$ cat src/sv/srit_pkg.sv
package srit_pkg;

  localparam int DEF_MAX_RUNS = 16;

  typedef enum logic [1:0] {
    OP_APPEND    = 2'd0,
    OP_TRANSLATE = 2'd1,
    OP_CONTAINS  = 2'd2,
    OP_CLEAR     = 2'd3
  } op_t;

  typedef enum logic [1:0] {
    ST_OK    = 2'd0,
    ST_RANGE = 2'd1,
    ST_FULL  = 2'd2,
    ST_EMPTY = 2'd3
  } status_t;

  typedef enum logic [3:0] {
    S_IDLE,
    S_APP_MUL,
    S_APP_DO,
    S_TR_RD,
    S_TR_CMP,
    S_TR_MUL,
    S_TR_ADD,
    S_CO_RD,
    S_CO_CHK,
    S_CO_DIV
  } bstate_t;

  typedef struct packed {
    op_t         op;
    logic [31:0] run_start;
    logic [31:0] run_length;
    logic [31:0] run_stride;
    logic [31:0] subset_position;
    logic [31:0] source_position;
  } cmd_t;

  typedef struct packed {
    logic [31:0] start;
    logic [31:0] len;
    logic [31:0] stride;
    logic [31:0] off;
  } entry_t;

  typedef struct packed {
    logic        done;
    logic [31:0] quot;
    logic [31:0] rem;
  } div_res_t;

endpackage

$ cat src/sv/srit_front.sv
module srit_front
  import srit_pkg::*;
(
  input  logic        clk,
  input  logic        rst_n,
  input  logic        start,
  output logic        busy,
  input  logic [1:0]  in_kind,
  input  logic [31:0] in_run_start,
  input  logic [31:0] in_run_length,
  input  logic [31:0] in_run_stride,
  input  logic [31:0] in_subset_position,
  input  logic [31:0] in_source_position,
  output logic        q_valid,
  output cmd_t        q_cmd,
  input  logic        q_pop
);

  // two-word queue in front of the execution side
  cmd_t       slot_r [2];
  logic       wr_ptr_r, wr_ptr_nxt;
  logic       rd_ptr_r, rd_ptr_nxt;
  logic [1:0] count_r, count_nxt;
  logic       push;
  cmd_t       cmd_in;

  assign busy    = (count_r == 2'd2);
  assign push    = start && !busy;
  assign q_valid = (count_r != 2'd0);
  assign q_cmd   = slot_r[rd_ptr_r];

  always_comb begin
    cmd_in.op              = op_t'(in_kind);
    cmd_in.run_start       = in_run_start;
    cmd_in.run_length      = in_run_length;
    cmd_in.run_stride      = in_run_stride;
    cmd_in.subset_position = in_subset_position;
    cmd_in.source_position = in_source_position;
    wr_ptr_nxt = push ? !wr_ptr_r : wr_ptr_r;
    rd_ptr_nxt = q_pop ? !rd_ptr_r : rd_ptr_r;
    count_nxt  = count_r + {1'b0, push} - {1'b0, q_pop};
  end

  always_ff @(posedge clk) begin
    if (!rst_n) begin
      wr_ptr_r <= 1'b0;
      rd_ptr_r <= 1'b0;
      count_r  <= 2'd0;
    end else begin
      wr_ptr_r <= wr_ptr_nxt;
      rd_ptr_r <= rd_ptr_nxt;
      count_r  <= count_nxt;
    end
  end

  always_ff @(posedge clk) begin
    if (push) begin
      slot_r[wr_ptr_r] <= cmd_in;
    end
  end

endmodule

$ cat config.mk
export PLATFORM = sky130hd
export DESIGN_NAME = srit_front
export DESIGN_NICKNAME = d
export VERILOG_FILES = /design/src/sv/srit_pkg.sv /design/src/sv/srit_front.sv
export SDC_FILE = /design/constraint.sdc
export NUM_CORES = 1
export LEC_CHECK = 0
export ABC_AREA = 0
export BUFFER_PORTS_ARGS = -buffer_cell sky130_fd_sc_hd__buf_2
export CAP_MARGIN = 25
export CORE_MARGIN = 4
export CORE_UTILIZATION = 30
export CTS_CLUSTER_DIAMETER = 30
export DETAILED_ROUTE_END_ITERATION = 8
export GPL_TIMING_DRIVEN = 0
export PLACE_DENSITY = 0.58
export SLEW_MARGIN = 20
export SYNTH_ARGS = -nofsm -noshare
export SYNTH_HDL_FRONTEND = slang
export SYNTH_SLANG_ARGS = --single-unit
export TNS_END_PERCENT = 100
$ cat constraint.sdc
create_clock -name clk -period 10.34 [get_ports clk]
set_input_delay 2.068 -clock clk [delete_from_list [all_inputs] [get_ports clk]]
set_output_delay 2.068 -clock clk [all_outputs]
set_load 0.01 [all_outputs]
==> impl_results.md <==
* Status: finished, final reports clean
* Mux cell area share after synthesis at between 15 and 20%
* Clock Tree Root: clkbuf_16
* Synth async-reset ratio at 0%
* Final instance area at roughly 0.017 mm^2
* Met2 Use GR at 19.5%
* Pre-CTS WS at around 6.4 ns
* Num rows at 73
* Worst r2r dst: slot_r[0][25]
* Synth Area in XOR/XNOR at less than 1%
* Cells taking the most area after synthesis: edfxtp_1, mux2_4, mux2_2, buf_6, dfxtp_1
* Avg Synthesized Cell Area at around 23 um^2
* Max_cap viols at 0
* Placed cells at 1394
* Post-Route WL at roughly 26 mm
* Seq cells post-synth at around 330
* TritonCTS Sinks at around 330
* DIE HEIGHT at approximately 210 um
* Layout cells sized above 1 at about 64%
* Fin. max-slew vios at 0
* Most numerous cell in the Yosys netlist: edfxtp_1
* EDFF count, synth at 324
* Nature of the critical path endpoint: primary output
* Via Count at about 6400
* Clk slew on worst S/H paths at approximately 0.040 ns
* Finished Layout Cells at ~1500
* Final Critical Period at 4.01 ns
* Largest family of logic cells by synthesized area: multiplexers
* Pleak at about 6.8 nW
* Synthesized area at 0.0122 mm^2
* Max-slew headroom at 60.3%
* Tightest Pin Transition at a little under 0.6 ns
* H-tree Lvls at 3
* Register area share after synthesis at 80.4%
* Antenna Nets Post-Route at 0
* Resized cells post-CTS at 0
* Global Route met1 Usage at about an eighth
* Worst Hold Depth at 2
* Hold_buf cts at 0
* Final worst setup slack at 6.33 ns
* Clk_lat worst skew at about 0.55 ns
* PwrDens at about 270 mW/mm^2
* DP Area at 0.0148 mm^2
* Post-Synth Adder-Cell Area at less than 1%
* Max VDD drop at approximately 0.17 mV
* Post-DP HPWL at ~18 mm
* Synthesized instance count at around 530
* Skew final at 0.0139 ns
* Data required time of the worst path at between 8 and 9 ns
* Clock buffer depth at 3
* GRT busiest layer: met2
* Initial antenna violation count at 3
* Worst endpoint data arrival time at roughly 1.9 ns
* Worst r2r src: count_r[0]
* Number of remaining DRC errors at 0
* Setup violators final at 0
* Highest clock rate at between 200 and 250 MHz
* CP Max Fanout at 10
* Number of DRC markers in iteration 0 at around 260
* Gr usage total at ~12%
* Routed length per instance at about 17 um
* Detail-routed via count per cell at ~4.2
* Critical path launch point type: flop
* Synth Warn # at 0
* Final #Nets at 1112
* I/O Buffers at between 300 and 400
* Synthesized-area fraction occupied by and/or/nand/nor cells at 0.440%
* Met3 usage at 5.16%
* Post-synth top flop: edfxtp_1
* Synth cell types at 17
* Vias in the first global route at around 7100
* Compound-Gate Fraction of Synth Area at 0%
* Pin count of the biggest net entering global routing at between 40 and 50
* Syn nets at roughly 700
* Ports at 330
* Inserted Clock Buffers at 73
* Drt first pass iters at 4
* HP Start: rd_ptr_r
* Area growth, synth to finish at 41.7%
* Final RePlAce weighted congestion at around 0.7
* Reg2reg path depth at 7
* Grt ovf at 0
* Post-CTS Setup Repair Bufs at 0
* Fillers at about 3600
* Crit Path Category: flop to primary output
* RSZ-0062 raised after global routing: no
* Fin. Hold Viols at 0
* Final Cycle Share at slightly below 40%
* CTS tree: yes
* Chip Width at 210 um
* Core area at around 0.04 mm^2
* Top-area cell type share of the netlist area at between 70% and 80%
* Worst Hold Slack at about 0.5 ns
* Most common library cells after synthesis: edfxtp_1, mux2_2, mux2_4
* WHS Endpoint: rd_ptr_r
* Die ar. at approximately 0.044 mm^2
* Initial Util at between 30% and 40%
* Cell accounting for the most synthesized area: edfxtp_1
* HP Class: flop to flop
* First-pass GRT wire length at 39.6 mm
* R2R setup slack at about 8 ns
==> metal layers <==
layer  wire length, um  vias up
li1                  -     2981
met1              9930     3095
met2             13200      244
met3              2390       55
met4               769        4
met5                20        -
==> layout make-up <==
type                    count  area (um^2)  area share (%)
diodes                      1         2.50          0.0144
plain buffers              18          153           0.881
clock buffers              82         1900            11.0
clock inverters            51          601            3.46
inverters                   3         11.3          0.0650
multi-input cells         179         2250            13.0
flip-flops and latches    329         9830            56.7
well taps                 525          657            3.79
repair buffers            340         1930            11.1
==> critical path: stages, from the launching register on <==
cell and delay, ns:
dfxtp_1 0.31, buf_6 0.16, buf_6 0.22, buf_6 0.21, mux2_4 0.32, buf_2 0.15
==> worst max-delay path by stage <==
stage	from	end	slack (ns)	depth (start not counted)
floorplan	start	slot_r[0][0]	0.77	2
global placement	start	slot_r[0][24]	-3.85	3
detailed placement	start	slot_r[0][103]	6.39	7
CTS	flop	q_cmd[138]	6.24	5
global route	flop	q_cmd[138]	6.21	5
finish	flop	q_cmd[128]	6.33	5
==> power breakdown <==
part           leakage, nW  switching [mW]  internal, mW  total, mW
Sequential            3.06          0.0396          1.70       1.74
Combinational         2.50           0.338         0.311      0.649
Clock                 1.19           0.704          1.60       2.30
Total                 6.76            1.08          3.60       4.69
==> state kept, by name (all words and copies together) (netlist names), named ones only <==
| signal | cells |
|---|---|
| count_r | 2 |
| rd_ptr_r | 1 |
| slot_r | 324 |
| wr_ptr_r | 1 |
==> cells in the final DEF, fill, tap and decap left out, types with 7 or more instances in the layout <==
master      instances
edfxtp_1          324
clkinv_2            8
buf_16              8
inv_6               8
clkbuf_16          75
buf_6              10
clkinvlp_4         12
buf_2             337
clkinv_1            7
clkbuf_1            7
mux2_4             80
mux2_2             82
bufinv_16          11
==> cells by family after synthesis <==
group / count (synthesis)
buffers and inverters: 21
flip-flops: 329
adder cells (fa/ha/maj): 2
multiplexers: 163
XOR/XNOR: 3
AND/OR/NAND/NOR: 11
==> stage by stage <==
| step | power [mW] | TNS, ns | util, % |
|---|---|---|---|
| floorplan | 2.15 | 0 | - |
| global placement | 2.44 | -620.15 | 36.3 |
| detailed placement | 2.43 | 0 | 37.1 |
| CTS | 4.77 | 0 | 43.3 |
| global route | 4.90 | 0 | 43.3 |
| finish | 4.69 | 0 | 43.3 |
(Power assumes the default switching activity.)
